<file path="src/design/pquad_pkg.sv">
// ----------------------------------------------------------------------------
// pquad_pkg
// Widths and shared types for the point-in-quad test pipeline.
// ----------------------------------------------------------------------------
package pquad_pkg;

  // input coordinate width, two's complement
  localparam int unsigned COORD_W = 24;
  // coordinate difference
  localparam int unsigned DIFF_W  = COORD_W + 1;
  // product of two differences
  localparam int unsigned PROD_W  = 2 * DIFF_W;
  // cross product (difference of two products)
  localparam int unsigned CROSS_W = PROD_W + 1;
  // sum of two cross products
  localparam int unsigned SUM_W   = CROSS_W + 1;

  // three-valued sign: negative, zero, positive (neither flag set)
  typedef struct packed {
    logic neg;
    logic zero;
  } sgn_t;

  function automatic sgn_t sign_of(input logic signed [CROSS_W-1:0] val);
    sgn_t s;
    s.neg  = val[CROSS_W-1];
    s.zero = (val == '0);
    return s;
  endfunction

endpackage

</file>
<file path="src/design/pquad_cross.sv">
// ----------------------------------------------------------------------------
// pquad_cross
// Two-stage 2D cross product: registered products, then registered difference.
// ----------------------------------------------------------------------------
module pquad_cross (
  input  logic                                  clk_i,
  input  logic signed [pquad_pkg::DIFF_W-1:0]   ax_i,
  input  logic signed [pquad_pkg::DIFF_W-1:0]   ay_i,
  input  logic signed [pquad_pkg::DIFF_W-1:0]   bx_i,
  input  logic signed [pquad_pkg::DIFF_W-1:0]   by_i,
  output logic signed [pquad_pkg::CROSS_W-1:0]  cross_o
);

  logic signed [pquad_pkg::PROD_W-1:0]  pa_d, pa_q;
  logic signed [pquad_pkg::PROD_W-1:0]  pb_d, pb_q;
  logic signed [pquad_pkg::CROSS_W-1:0] cross_d, cross_q;

  assign pa_d = ax_i * by_i;
  assign pb_d = ay_i * bx_i;

  assign cross_d = pquad_pkg::CROSS_W'(pa_q) - pquad_pkg::CROSS_W'(pb_q);

  always_ff @(posedge clk_i) begin
    pa_q    <= pa_d;
    pb_q    <= pb_d;
    cross_q <= cross_d;
  end

  assign cross_o = cross_q;

endmodule

</file>
<file path="config.mk">
export PLATFORM = sky130hd
export DESIGN_NAME = pquad_cross
export DESIGN_NICKNAME = d
export VERILOG_FILES = /design/src/design/pquad_pkg.sv /design/src/design/pquad_cross.sv
export SDC_FILE = /design/constraint.sdc
export NUM_CORES = 2
export LEC_CHECK = 0
export BUFFER_PORTS_ARGS = -buffer_cell sky130_fd_sc_hd__buf_4
export CORE_UTILIZATION = 60
export DETAILED_ROUTE_END_ITERATION = 12
export PLACE_DENSITY = 0.8
export SYNTH_ARGS = -nofsm -noshare
export SYNTH_HDL_FRONTEND = slang
export SYNTH_SLANG_ARGS = --single-unit
</file>
<file path="constraint.sdc">
create_clock -name clk_i -period 6.75 [get_ports clk_i]
set_input_delay 0.3375 -clock clk_i [delete_from_list [all_inputs] [get_ports clk_i]]
set_output_delay 0.3375 -clock clk_i [all_outputs]
set_load 0.005 [all_outputs]
</file>
==> impl_metrics.ini <==
[detailed_routing]
drc = 0
wl_per_cell_um = 18.18
first_pass_iters = 6
via_count = 38220
drt_iter0_drc = 2284
routed_wl_mm = 127.4
vias_per_cell = 5.454
ant_nets = 0

[cts]
cts_made_buffers = 17
tritoncts = yes
root_buffer = clkbuf_16
cts-htree-levels = 4
clk_pin_slew_ns = 0.07
numClockSinks = 151
clock_latency_ns = 0.44
clockBufferDepth = 2

[synth]
synth_top_area_share_pct = 51.43
ys_warn_count = 0
synth_area_um2 = 51270
yosys-top-cells-area = fa_1, inv_1, ha_1, and2_1, dfxtp_1
yosysMostFrequentCell = inv_1
synth_commonest_cells = inv_1, fa_1, nand2_1
synth_nets = 7216
synth_edf_count = 0
synth.distinct_cells = 80
async_flop_share_pct = 0
synth_top_cell_by_area = fa_1
synth_seq_cells = 151
postSynthAreaPerCell_um2 = 9.379
synthCells = 5466
synthFlopType = dfxtp_1
seq_area_frac_synth_pct = 5.896

[place]
io_buffers = 151
gp_congestion = 0.9553
post-place-ws_ns = -0.4283
post-dp-hpwl_mm = 109.2

[floorplanning]
die_x_um = 294.3
die_area_um2 = 86620
start_util_pct = 60.97
ios = 152
core_um2 = 84090
die_y_um = 294.3
rows = 106

[outcome]
outcome = complete, no violations

[setup_path]
crit_required_ns = 7.12
cp-start-kind = primary input
crit_fanout = 7
cp-end-kind = flop
arrival_ns = 6.94
crit_type = in2reg

[cells_and_area]
drive_above_1_share_pct = 12.55
nets = 7611
nFillCells = 6320
antenna_cells = 0
area_growth_pct = 12.31

[timing]
fin_skew_ns = 0.01473
worst_slack_ns = 0.1814
fin_crit_sh_pct = 97.31
finalHoldViolCount = 0
drv_slew = 0
clock.fmax_mhz = 152.2
slew_headroom_pct = 63.50
final.min_clock_period_ns = 6.569
tightest_slew_ns = 0.5456
setup_viol = 0

[global_routing]
antenna_found_initial = 1
grt_util_all_layers_pct = 31.31
grt_overflow = 0
grt_max_degree = 26
grt_pass1_vias = 42350
grt_pass1_wl_mm = 212.4

[min_path]
worstHoldPathType = in2reg

[run]
maxCapViolations = 0
==> metrics by stage <==
stage	instance area, µm²	cells	setup TNS, ns	hold slack, ns	util, %
2_1_floorplan	51350	5466	0	0.4592	-
3_3_place_gp	56630	6969	-5.076	0.5194	67.34
3_5_place_dp	56630	6969	-7.013	0.5385	67.34
4_1_cts	57220	7001	0	0.2627	68.05
5_1_grt	57580	7008	-0.2578	0.2655	68.48
6_report	57580	7008	0	0.2683	68.48
==> critical path, stage by stage <==
cell,delay [ns]
buf_4,0.14
buf_4,0.16
and2_1,0.17
fa_1,0.49
fa_1,0.54
inv_1,0.06
fa_2,0.50
fa_1,0.52
inv_1,0.06
fa_1,0.45
fa_1,0.51
inv_1,0.05
fa_1,0.47
inv_1,0.04
ha_1,0.19
buf_4,0.15
a21oi_1,0.17
o21ai_0,0.12
a221oi_2,0.34
nor3b_2,0.08
a21oi_1,0.14
buf_4,0.17
o211ai_1,0.08
buf_4,0.18
a221o_1,0.35
a21o_1,0.20
a21oi_2,0.14
xnor2_1,0.12
==> state kept, by name, summed over array words and instances (netlist names) <==
register and count:
pb_q 50, pa_q 50, cross_o 51
==> path summary, 6_finish.rpt <==
kind	from	endpoint	slack [ns]	depth (start not counted)
hold / removal	ax_i[0]	pa_q[0]	0.27	2
hold reg to reg	pa_q[0]	cross_o[0]	0.54	3
setup reg to reg	pb_q[0]	cross_o[48]	3.03	13
setup / recovery	ax_i[15]	pa_q[49]	0.18	28
==> timing repair <==
item	4_1_cts	5_1_grt
resized for setup	1	69
setup buffers	0	7
hold buffers	0	0
setup endpoints to repair	1	26
pin swaps	0	52
==> placed cells by master (no fill, tap or decap), drive strengths merged, types with 3 or more instances in the layout <==
cell type  count
a211o          6
a211oi        11
a21boi         9
a21o          87
a21oi        137
a221o          3
a311oi         4
a31o           5
a31oi         12
a41oi          4
and2         612
and3          12
and4           3
buf          615
clkbuf        17
clkinv         5
dfxtp        151
fa          1317
ha           332
inv         1354
nand2        651
nand2b        30
nand3         26
nand4         29
nor2          75
nor2b         34
nor3          12
nor3b          4
o2111ai        5
o211ai         9
o21a          14
o21ai         73
o21bai        15
o22a           3
o31ai          4
o41ai          3
xnor2        108
xor2          53
==> layout make-up <==
type	count	area, µm²	share of cell area [%]
Tap cell	1134	1419	2.464
Inverter	1348	5060	8.788
Clock buffer	17	425.4	0.7388
Clock inverter	15	165.2	0.2868
Timing Repair Buffer	615	4911	8.529
Multi-Input combinational cell	3728	42580	73.94
Sequential cell	151	3023	5.250
==> layer usage <==
layer | wire length (µm) | track usage (%)
met5 | 0 | 0
met4 | 6828 | 14.35
met3 | 7882 | 3.718
met2 | 64980 | 54.32
met1 | 47700 | 39.28
==> cells by family (layout without fill, tap and decap cells) <==
family	after synthesis	count (layout)	synth area share, %
AOI/OAI and AO/OA	417	417	5.418
buffers and inverters	1587	1995	11.64
and+or+nand+nor	1498	1498	14.70
muxes	3	3	0.06345
DFF	151	151	5.896
xor gates and xnor gates	161	161	2.750
adders and majority gates	1649	1649	59.53
Power is not shown: default switching activity piles up to over one toggle a cycle in this logic, so the estimate is an artifact.
