===== src/design/pquad_pkg.sv =====
// ----------------------------------------------------------------------------
// pquad_pkg
// Widths and shared types for the point-in-quad test pipeline.
// ----------------------------------------------------------------------------
package pquad_pkg;

  // input coordinate width, two's complement
  localparam int unsigned COORD_W = 24;
  // coordinate difference
  localparam int unsigned DIFF_W  = COORD_W + 1;
  // product of two differences
  localparam int unsigned PROD_W  = 2 * DIFF_W;
  // cross product (difference of two products)
  localparam int unsigned CROSS_W = PROD_W + 1;
  // sum of two cross products
  localparam int unsigned SUM_W   = CROSS_W + 1;

  // three-valued sign: negative, zero, positive (neither flag set)
  typedef struct packed {
    logic neg;
    logic zero;
  } sgn_t;

  function automatic sgn_t sign_of(input logic signed [CROSS_W-1:0] val);
    sgn_t s;
    s.neg  = val[CROSS_W-1];
    s.zero = (val == '0);
    return s;
  endfunction

endpackage


===== src/design/pquad_tri.sv =====
// ----------------------------------------------------------------------------
// pquad_tri
// Barycentric inside test from D, u and v: sum and signs, then exact compare.
// ----------------------------------------------------------------------------
module pquad_tri (
  input  logic                                  clk_i,
  input  logic signed [pquad_pkg::CROSS_W-1:0]  det_i,
  input  logic signed [pquad_pkg::CROSS_W-1:0]  u_i,
  input  logic signed [pquad_pkg::CROSS_W-1:0]  v_i,
  output logic                                  inside_o
);

  logic signed [pquad_pkg::SUM_W-1:0] sum_d, sum_q;
  logic signed [pquad_pkg::SUM_W-1:0] det_q;
  pquad_pkg::sgn_t                    det_sgn_q, u_sgn_q, v_sgn_q;
  logic                               inside_d, inside_q;
  logic                               pos_ok, neg_ok;

  assign sum_d = pquad_pkg::SUM_W'(u_i) + pquad_pkg::SUM_W'(v_i);

  // D > 0: u >= 0, v >= 0, u+v < D.  D < 0: mirrored.  D == 0: outside.
  assign pos_ok = !u_sgn_q.neg && !v_sgn_q.neg && (sum_q < det_q);
  assign neg_ok = (u_sgn_q.neg || u_sgn_q.zero) && (v_sgn_q.neg || v_sgn_q.zero) &&
                  (det_q < sum_q);

  always_comb begin
    inside_d = 1'b0;
    if (!det_sgn_q.zero) begin
      inside_d = det_sgn_q.neg ? neg_ok : pos_ok;
    end
  end

  always_ff @(posedge clk_i) begin
    sum_q     <= sum_d;
    det_q     <= pquad_pkg::SUM_W'(det_i);
    det_sgn_q <= pquad_pkg::sign_of(det_i);
    u_sgn_q   <= pquad_pkg::sign_of(u_i);
    v_sgn_q   <= pquad_pkg::sign_of(v_i);
    inside_q  <= inside_d;
  end

  assign inside_o = inside_q;

endmodule


===== config.mk =====
export PLATFORM = sky130hd
export DESIGN_NAME = pquad_tri
export DESIGN_NICKNAME = d
export VERILOG_FILES = /design/src/design/pquad_pkg.sv /design/src/design/pquad_tri.sv
export SDC_FILE = /design/constraint.sdc
export NUM_CORES = 1
export LEC_CHECK = 0
export ABC_AREA = 1
export BUFFER_PORTS_ARGS = -buffer_cell sky130_fd_sc_hd__clkbuf_2
export CAP_MARGIN = 20
export CORE_MARGIN = 2
export CORE_UTILIZATION = 61
export CTS_CLUSTER_SIZE = 20
export DETAILED_ROUTE_END_ITERATION = 7
export PLACE_DENSITY = 0.87
export REMOVE_ABC_BUFFERS = 1
export SLEW_MARGIN = 20
export SYNTH_ARGS = -nofsm -noshare
export SYNTH_HDL_FRONTEND = slang
export SYNTH_SLANG_ARGS = --single-unit
export TNS_END_PERCENT = 1

===== constraint.sdc =====
create_clock -name clk_i -period 5.9 [get_ports clk_i]
set_input_delay 1.18 -clock clk_i [delete_from_list [all_inputs] [get_ports clk_i]]
set_output_delay 1.18 -clock clk_i [all_outputs]
set_load 0.005 [all_outputs]

==> results of run 1 <==
==> worst max path at each step <==
stage	from	to	slack, ns	cells after the start
finish	u_i[0]	sum_q[44]	2.92	11
global route	u_i[0]	sum_q[40]	2.72	13
CTS	u_i[0]	sum_q[44]	2.99	11
detailed placement	u_i[0]	sum_q[44]	2.62	11
floorplan	u_i[0]	sum_q[40]	3.15	12
global placement	u_i[0]	sum_q[44]	2.62	11
==> registers in the layout, indices dropped and copies added, names as in the netlist <==
| name | count |
|---|---|
| det_q | 51 |
| v_sgn_q | 2 |
| sum_q | 52 |
| u_sgn_q | 2 |
| det_sgn_q | 1 |
| inside_o | 1 |
==> metrics by stage <==
stage	total power [mW]	hold slack [ns]	setup WS, ns
finish	2.208	0.4745	2.924
global route	2.326	0.4973	2.719
CTS	2.186	0.4731	2.987
detailed placement	1.630	0.4632	2.620
global placement	1.609	0.4542	2.624
floorplan	1.368	0.4385	3.147
==> area by class of cell <==
cell class                      count  area [um^2]  area share (%)
Timing Repair Buffer              154        770.7           8.589
Clock buffer                        9        225.2           2.510
Clock inverter                      6        38.79          0.4322
Multi-Input combinational cell    837         4982           55.52
Inverter                          149        559.3           6.233
Tap cell                          172        215.2           2.398
Sequential cell                   109         2182           24.32
==> cells in the final DEF (no fill, tap or decap), types with 23 or more instances in the layout <==
master    instances
a21oi_1          82
inv_1           140
nor2_1          109
clkbuf_2        154
ha_1            103
dfxtp_1         109
xor2_1           24
nand2_1         257
nand3_1          48
o21ai_0          34
nor4_1           40
nand4_1          23
==> metal layers <==
metal	vias up	wire (um)	global-route usage, %	part of all wire, %
met4	2	803	13.17	3.2
met2	438	11130	59.50	44
met3	66	2480	8.044	9.8
met1	3773	10960	50.10	43
li1	4010	-	-	-
met5	-	13	0	0.051
==> worst register-to-register path: cells and delay by family (launching register included) <==
kind                     cells  cell delay (ns)
AND/OR/NAND/NOR              9             1.00
flip-flops                   1             0.40
adder cells (fa/ha/maj)      1             0.29
AO/OA/AOI/OAI                1             0.16
buffers and inverters        2             0.14
==> cells by family (layout without fill, tap and decap cells) <==
group	Yosys count	in the layout	share of synthesized area, %
flops	109	109	28.25
compound gates	171	171	12.67
xor+xnor	34	34	3.855
buf+inv	149	318	7.241
fa+ha+maj	104	104	16.94
simple gates	528	528	31.04
==> power by group through the flow <==
stage,Clock [mW],Combinational [mW],Sequential [mW]
floorplan,0,0.498,0.870
global placement,0,0.723,0.886
detailed placement,0,0.741,0.889
CTS,0.555,0.757,0.874
global route,0.583,0.862,0.881
finish,0.551,0.782,0.875
==> flow_summary.toml, run 1 <==
[finish]
drive_gt1_share_pct = 17.33
fillers = 1047
layout.nets = 1518
final-instance-count-excl-fill = 1436
finalInstanceArea_mm2 = 0.008974
syn_to_final_growth_pct = 16.18
post-route-util_pct = 71.99
diodes = 0

[power]
swShare_pct = 36.57
p_per_area_mw_per_mm2 = 246.1
power.switching_mw = 0.8076
seqPwrFrac_pct = 39.6
intPower_mw = 1.401
leakagePower_nw = 4.488
clkPwrFrac_pct = 25.0
comb_power_share_pct = 35.4
irDropWorstVdd_mv = 0.1514

[setup_path]
worst_ep_required_time_ns = 6.15
crit_buf_inv = 1
crit_chain = "clkbuf_2, ha_1, fa_1, nand3_1, nand2_1, a21oi_2, o21ai_0, nand4_1, nand3_1, nand2_1, nand2_1"
cp-end-kind = "register"
reg2reg_depth = 13
cp.arrival_ns = 3.23
worstSetupStartpointType = "input pin"
critPathTopFamily = "adder cells"
cp_slowest_cell = "fa_1"
worstSetupPathType = "in2reg"
r2r_end = "inside_o"
rr_startpoint = "sum_q[31]"
crit_fanout = 4
cp_common_cell = "nand2_1"
slowest_delay_ns = 0.48
r2r_setup_slack_ns = 3.80

[drt]
dr_total_vias = 8289
vias_per_cell = 5.772
drc = 0
drtPass1Iterations = 7
postRouteAntennaNets = 0
totalWireLength_mm = 25.38
avgRoutedWirePerCell_um = 17.68
first_iter_violations = 862

[sta]
min_period_ns = 2.976
fin_crit_sh_pct = 50.45
finalClockSkew_ns = 0.008105
max_freq_mhz = 336.0
setup_viol = 0
slew_headroom_pct = 51.48
worst_pin_slew_ns = 0.7212
final_hold_viol_count = 0
fin_setup_tns_ns = 0
slew_violations = 0
rsz0062_at_grt = "false"

[die]
io_pins = 155
core-area_mm2 = 0.01247
die_area_mm2 = 0.01358
rows = 41
die_w_um = 116.5
initial_core_util_pct = 61.96
fp.dieH_um = 116.5

[grt]
first_global_vias = 7683
grt_max_degree = 18
antenna_found_initial = 1
grtUsageTotal_pct = 37.36
grt_overflow = 0
grt_pass1_wl_mm = 38.61

[placed_design]
place_congestion = 1.086
dp_hpwl_mm = 21.30
place_inst = 1421
io_buffers = 154
postPlaceCellArea_mm2 = 0.008710

[synth]
synth_seq_cells = 109
synthDistinctLibCells = 35
async_flop_share_pct = 0
yosys-top-cells-area = "dfxtp_1, ha_1, nand2_1, inv_1, a21oi_1"
ys.warnings.count = 0
syn_inst = 1095
ys.flop_type = "dfxtp_1"
synth.most_common_cell = "nand2_1"
postSynthAreaPerCell_um2 = 7.054
synth_area_mm2 = 0.007724
synth_top_cell_by_area = "dfxtp_1"
synth_enable_flop_cells = 0
synth_common_cells = "nand2_1, inv_1, dfxtp_1, nor2_1, ha_1"
synth.yosys.seq_area_share_pct = 28.25
synth_top_area_share_pct = 28.25

[flow_run]
drv_cap = 0

[hold_path]
hold_class = "reg2reg"
whs_path_depth = 3
hold_end = "inside_o"
worst_hold_startpoint = "det_sgn_q[0]"

[clock_network]
cts_buffer_depth = 2
clk_pin_slew_worst_paths_ns = 0.07
postCtsSetupRepairBufs = 0
htree_num_levels = 3
cts_resized = 0
cts-root-buf = "clkbuf_16"
cts_hold_buf = 0
cts_tree = "built"
clock-sinks = 109
cts_made_buffers = 9
insertion_delay_ns = 0.35

[outcome]
status = "finished, final reports clean"
No activity file was read; power rests on OpenSTA's default activity.
==> run 2: changes to the inputs <==
Settings changed: CORE_UTILIZATION 61 to 51, PLACE_DENSITY 0.87 to 0.78.
Clock period 5.9 ns to 2.4 ns, I/O delays scaled along.
==> flow_summary.toml, run 2 (synthesis gave the netlist of run 1 again) <==
[outcome]
status = "finished, final reports clean"

[clock_network]
cts_made_buffers = 9
htree_num_levels = 3
cts_resized = 0
clk_pin_slew_worst_paths_ns = 0.06
cts_hold_buf = 0
cts-root-buf = "clkbuf_16"
postCtsSetupRepairBufs = 0
clock-sinks = 109
cts_tree = "built"
cts_buffer_depth = 2
insertion_delay_ns = 0.36

[grt]
grt_max_degree = 17
grtUsageTotal_pct = 31.14
grt_pass1_wl_mm = 39.55
grt_overflow = 0
first_global_vias = 7918
antenna_found_initial = 0

[sta]
min_period_ns = 2.133
fin_hold_ws_ns = 0.2492
max_freq_mhz = 468.9
slew_headroom_pct = 63.88
fin_crit_sh_pct = 88.86
final_hold_viol_count = 0
worst_pin_slew_ns = 0.5369
setup_viol = 0
rsz0062_at_grt = "false"
finalClockSkew_ns = 0.01160
slew_violations = 0

[setup_path]
rr_startpoint = "sum_q[31]"
crit_fanout = 3
r2r_end = "inside_o"
r2r_setup_slack_ns = 0.35
worst_ep_required_time_ns = 2.60
worstSetupPathType = "in2reg"
worstSetupStartpointType = "input pin"
cp_slowest_cell = "a21oi_1"
slowest_delay_ns = 0.36
cp.arrival_ns = 2.34
reg2reg_depth = 13
crit_chain = "clkbuf_2, ha_1, a21oi_1, o21ai_1, a21oi_1, o21ai_0, nand4_1, nand3_1, nand2_1, nand2_1"
cp-end-kind = "register"

[finish]
mostFrequentLayoutCell = "nand2_1"
final_cell_mix = "nand2_1, clkbuf_2, inv_1"
final-instance-count-excl-fill = 1504
largest_reg_flops = 52
drive_gt1_share_pct = 20.76
fillers = 1365
syn_to_final_growth_pct = 22.18
multiInputGateArea_mm2 = 0.004982
layout.nets = 1574
top_register = "sum_q"
regArea_mm2 = 0.002182
diodes = 0
top_regs = "sum_q: 52 flops, det_q: 51 flops"

[drt]
wl_met3_mm = 2.140
avgRoutedWirePerCell_um = 16.43
dr_wl_met2_mm = 10.73
drtPass1Iterations = 6
vias_per_cell = 5.503
postRouteAntennaNets = 0
drc = 0
first_iter_violations = 710
dr_total_vias = 8277
totalWireLength_mm = 24.71
top_layer_used = "met4"
m1WireLength_mm = 11.10

[power]
p_per_area_mw_per_mm2 = 590.5
leakagePower_nw = 4.782
irDropWorstVdd_mv = 0.3692

[hold_path]
hold_end = "det_q[48]"
hold_class = "in2reg"
whs_path_depth = 1
worst_hold_startpoint = "det_i[48]"

[flow_run]
drv_cap = 0

[die]
core-area_mm2 = 0.01464
io_pins = 155
fp.dieH_um = 127.1
rows = 44
die_w_um = 127.1
initial_core_util_pct = 52.74
die_area_mm2 = 0.01614

[placed_design]
dp_hpwl_mm = 21.54
io_buffers = 154
place_congestion = 1.044
place_inst = 1489
-- run 2: worst max-delay path by stage --
stage               cells after the start  slack [ns]  startpoint        end
finish                                 10        0.27      u_i[4]  sum_q[41]
global placement                       10       -0.02     u_i[15]  sum_q[28]
detailed placement                     10       0.005     u_i[15]  sum_q[28]
CTS                                    10        0.37     u_i[15]  sum_q[28]
global route                           12        0.19     u_i[24]  sum_q[49]
floorplan                              12        0.35      u_i[0]  sum_q[40]
-- run 2: worst max-delay path, delay by kind of cell --
kind,cells,cell delay [ns]
buffers and inverters,1,0.09
AND/OR/NAND/NOR,4,0.46
adder cells (fa/ha/maj),1,0.34
AO/OA/AOI/OAI,4,0.95
-- run 2: final cells by class --
| cell class | count | area share [%] |
|---|---|---|
| well taps | 184 | 2.440 |
| flip-flops and latches | 109 | 23.12 |
| clock buffers | 11 | 2.572 |
| clock inverters | 4 | 0.5171 |
| repair buffers | 210 | 12.62 |
| multi-input cells | 837 | 52.80 |
| inverters | 149 | 5.927 |
-- run 2: per-stage QoR --
stage                     util [%]  TNS (ns)  worst slack (ns)  instance area (um^2)  power (mW)
after floorplan                  -         0            0.3465                  7724       3.363
final                        64.44         0            0.2674                  9437       5.572
after global routing         64.44         0            0.1899                  9437       5.934
after global placement       62.45  -0.03460          -0.02241                  9145       4.058
after detailed placement     62.45         0          0.004692                  9145       4.096
after CTS                    64.44         0            0.3721                  9437       5.558
-- run 2: where the power goes --
part / total, mW / switching (mW) / internal, mW / leakage [nW]
Sequential: 2.14 / 0.0853 / 2.05 / 0.918
Clock: 1.46 / 0.626 / 0.830 / 0.145
Combinational: 1.98 / 1.20 / 0.778 / 3.72
-- run 2: routing by layer --
metal | track usage (%) | up-vias
met5 | 0 | -
met4 | 10.15 | 0
li1 | - | 4127
met1 | 43.57 | 3674
met3 | 4.313 | 64
met2 | 49.81 | 412
==> run 3: changes to the inputs <==
Settings changed: CORE_UTILIZATION 51 to 52, CTS_BUF_LIST set to sky130_fd_sc_hd__clkbuf_8, PLACE_DENSITY 0.78 to 0.79.
==> flow_summary.toml, run 3 (synthesis gave the netlist of run 1 again) <==
[die]
fp.dieH_um = 125.9
rows = 44
die_w_um = 125.9
die_area_mm2 = 0.01584
core-area_mm2 = 0.01453
io_pins = 155
initial_core_util_pct = 53.14

[finish]
drive_gt1_share_pct = 21.19
finalInstanceArea_mm2 = 0.009373
top_register = "sum_q"
mostFrequentLayoutCell = "nand2_1"
final_cell_mix = "nand2_1, clkbuf_2, inv_1"
top_regs = "sum_q: 52 flops, det_q: 51 flops"
largest_reg_flops = 52
post-route-util_pct = 64.49
layout.nets = 1579
syn_to_final_growth_pct = 21.35
final-instance-count-excl-fill = 1510
fillers = 1354
diodes = 0

[setup_path]
r2r_setup_slack_ns = 0.44
cp-end-kind = "register"
worstSetupStartpointType = "input pin"
worst_ep_required_time_ns = 2.69
cp.arrival_ns = 2.34
crit_fanout = 5
worstSetupPathType = "in2reg"

[clock_network]
clock-sinks = 109
htree_num_levels = 3
insertion_delay_ns = 0.38
cts-root-buf = "clkbuf_8"
cts_tree = "built"
clk_pin_slew_worst_paths_ns = 0.11
cts_buffer_depth = 2
postCtsSetupRepairBufs = 0
cts_resized = 0
cts_made_buffers = 9
cts_hold_buf = 0

[placed_design]
pre_cts_slack_ns = -0.01770
place_congestion = 1.006
postPlaceCellArea_mm2 = 0.009183
io_buffers = 154
dp_hpwl_mm = 21.09
place_inst = 1494

[sta]
slew_violations = 0
worst_pin_slew_ns = 0.6157
fin_crit_sh_pct = 85.77
slew_headroom_pct = 58.58
finalClockSkew_ns = 0.01039
rsz0062_at_grt = "false"
min_period_ns = 2.059
max_freq_mhz = 485.8
setup_viol = 0
fin_ws_ns = 0.3414
final_hold_viol_count = 0

[grt]
first_global_vias = 7676
grtUsageTotal_pct = 30.11
grt_max_degree = 21
antenna_found_initial = 0
grt_overflow = 0
grt_pass1_wl_mm = 37.68

[drt]
drtPass1Iterations = 7
dr_total_vias = 8107
drc = 1
first_iter_violations = 657
postRouteAntennaNets = 0
avgRoutedWirePerCell_um = 15.88
vias_per_cell = 5.369
totalWireLength_mm = 23.98

[outcome]
violations = "DRC"
status = "complete, but fails checks"

[power]
power_mw = 5.173
leakagePower_nw = 4.750
p_per_area_mw_per_mm2 = 551.9
irDropWorstVdd_mv = 0.2430

[hold_path]
hold_class = "in2reg"

[flow_run]
drv_cap = 0
[run 3: cell types whose count changed in the layout (fill, tap and decap cells not counted), moves of 2 or more]
cell / change
inv_8: +3
buf_4: +5
clkbuf_16: -9
clkbuf_8: +8
clkinv_2: -2
clkinvlp_4: +2
[run 3: metrics by stage]
step | hold slack, ns | setup TNS [ns]
floorplan | 0.4385 | 0
global placement | 0.4654 | -0.01300
detailed placement | 0.4554 | -0.02922
CTS | 0.1873 | 0
global route | 0.1932 | 0
finish | 0.2048 | 0
[run 3: critical path, stage by stage]
cell,delay (ns)
clkbuf_2,0.09
ha_1,0.39
a21oi_1,0.32
o21ai_0,0.18
a21oi_1,0.30
nor2_1,0.08
nor2_1,0.15
nor2_1,0.06
nor2_1,0.12
nand2_1,0.07
nand2_1,0.06
nand2_1,0.05
[run 3: report_power, final]
group / internal, mW / total (mW) / switching [mW]
logic: 0.782 / 1.96 / 1.18
registers: 2.05 / 2.14 / 0.0887
clock network: 0.404 / 1.07 / 0.665
[run 3: area by class of cell]
cell class              count  area [um^2]  area share, %
clock buffers               9        123.9          1.322
inverters                 149        559.3          5.967
well taps                 184        230.2          2.456
clock inverters             7        66.31         0.7075
multi-input cells         837         4982          53.16
flip-flops and latches    109         2182          23.28
repair buffers            215         1229          13.11
[run 3: path summary, 6_finish.rpt]
kind	startpoint	end	cells after the start
max	u_i[25]	sum_q[50]	12
min	det_i[45]	det_q[45]	1
max reg2reg	sum_q[35]	inside_o	11
min reg2reg	det_sgn_q[0]	inside_o	3
[run 3: per-layer routing]
layer  wire [um]  global-route usage (%)  share of wire, %  up-vias
met1       11090                   41.70                46     3606
met2       10300                   48.17                43      344
met4         721                   11.12               3.0        0
met3        1865                   3.993               7.8       41
li1            -                       -                 -     4116
met5           0                       0                 0        -
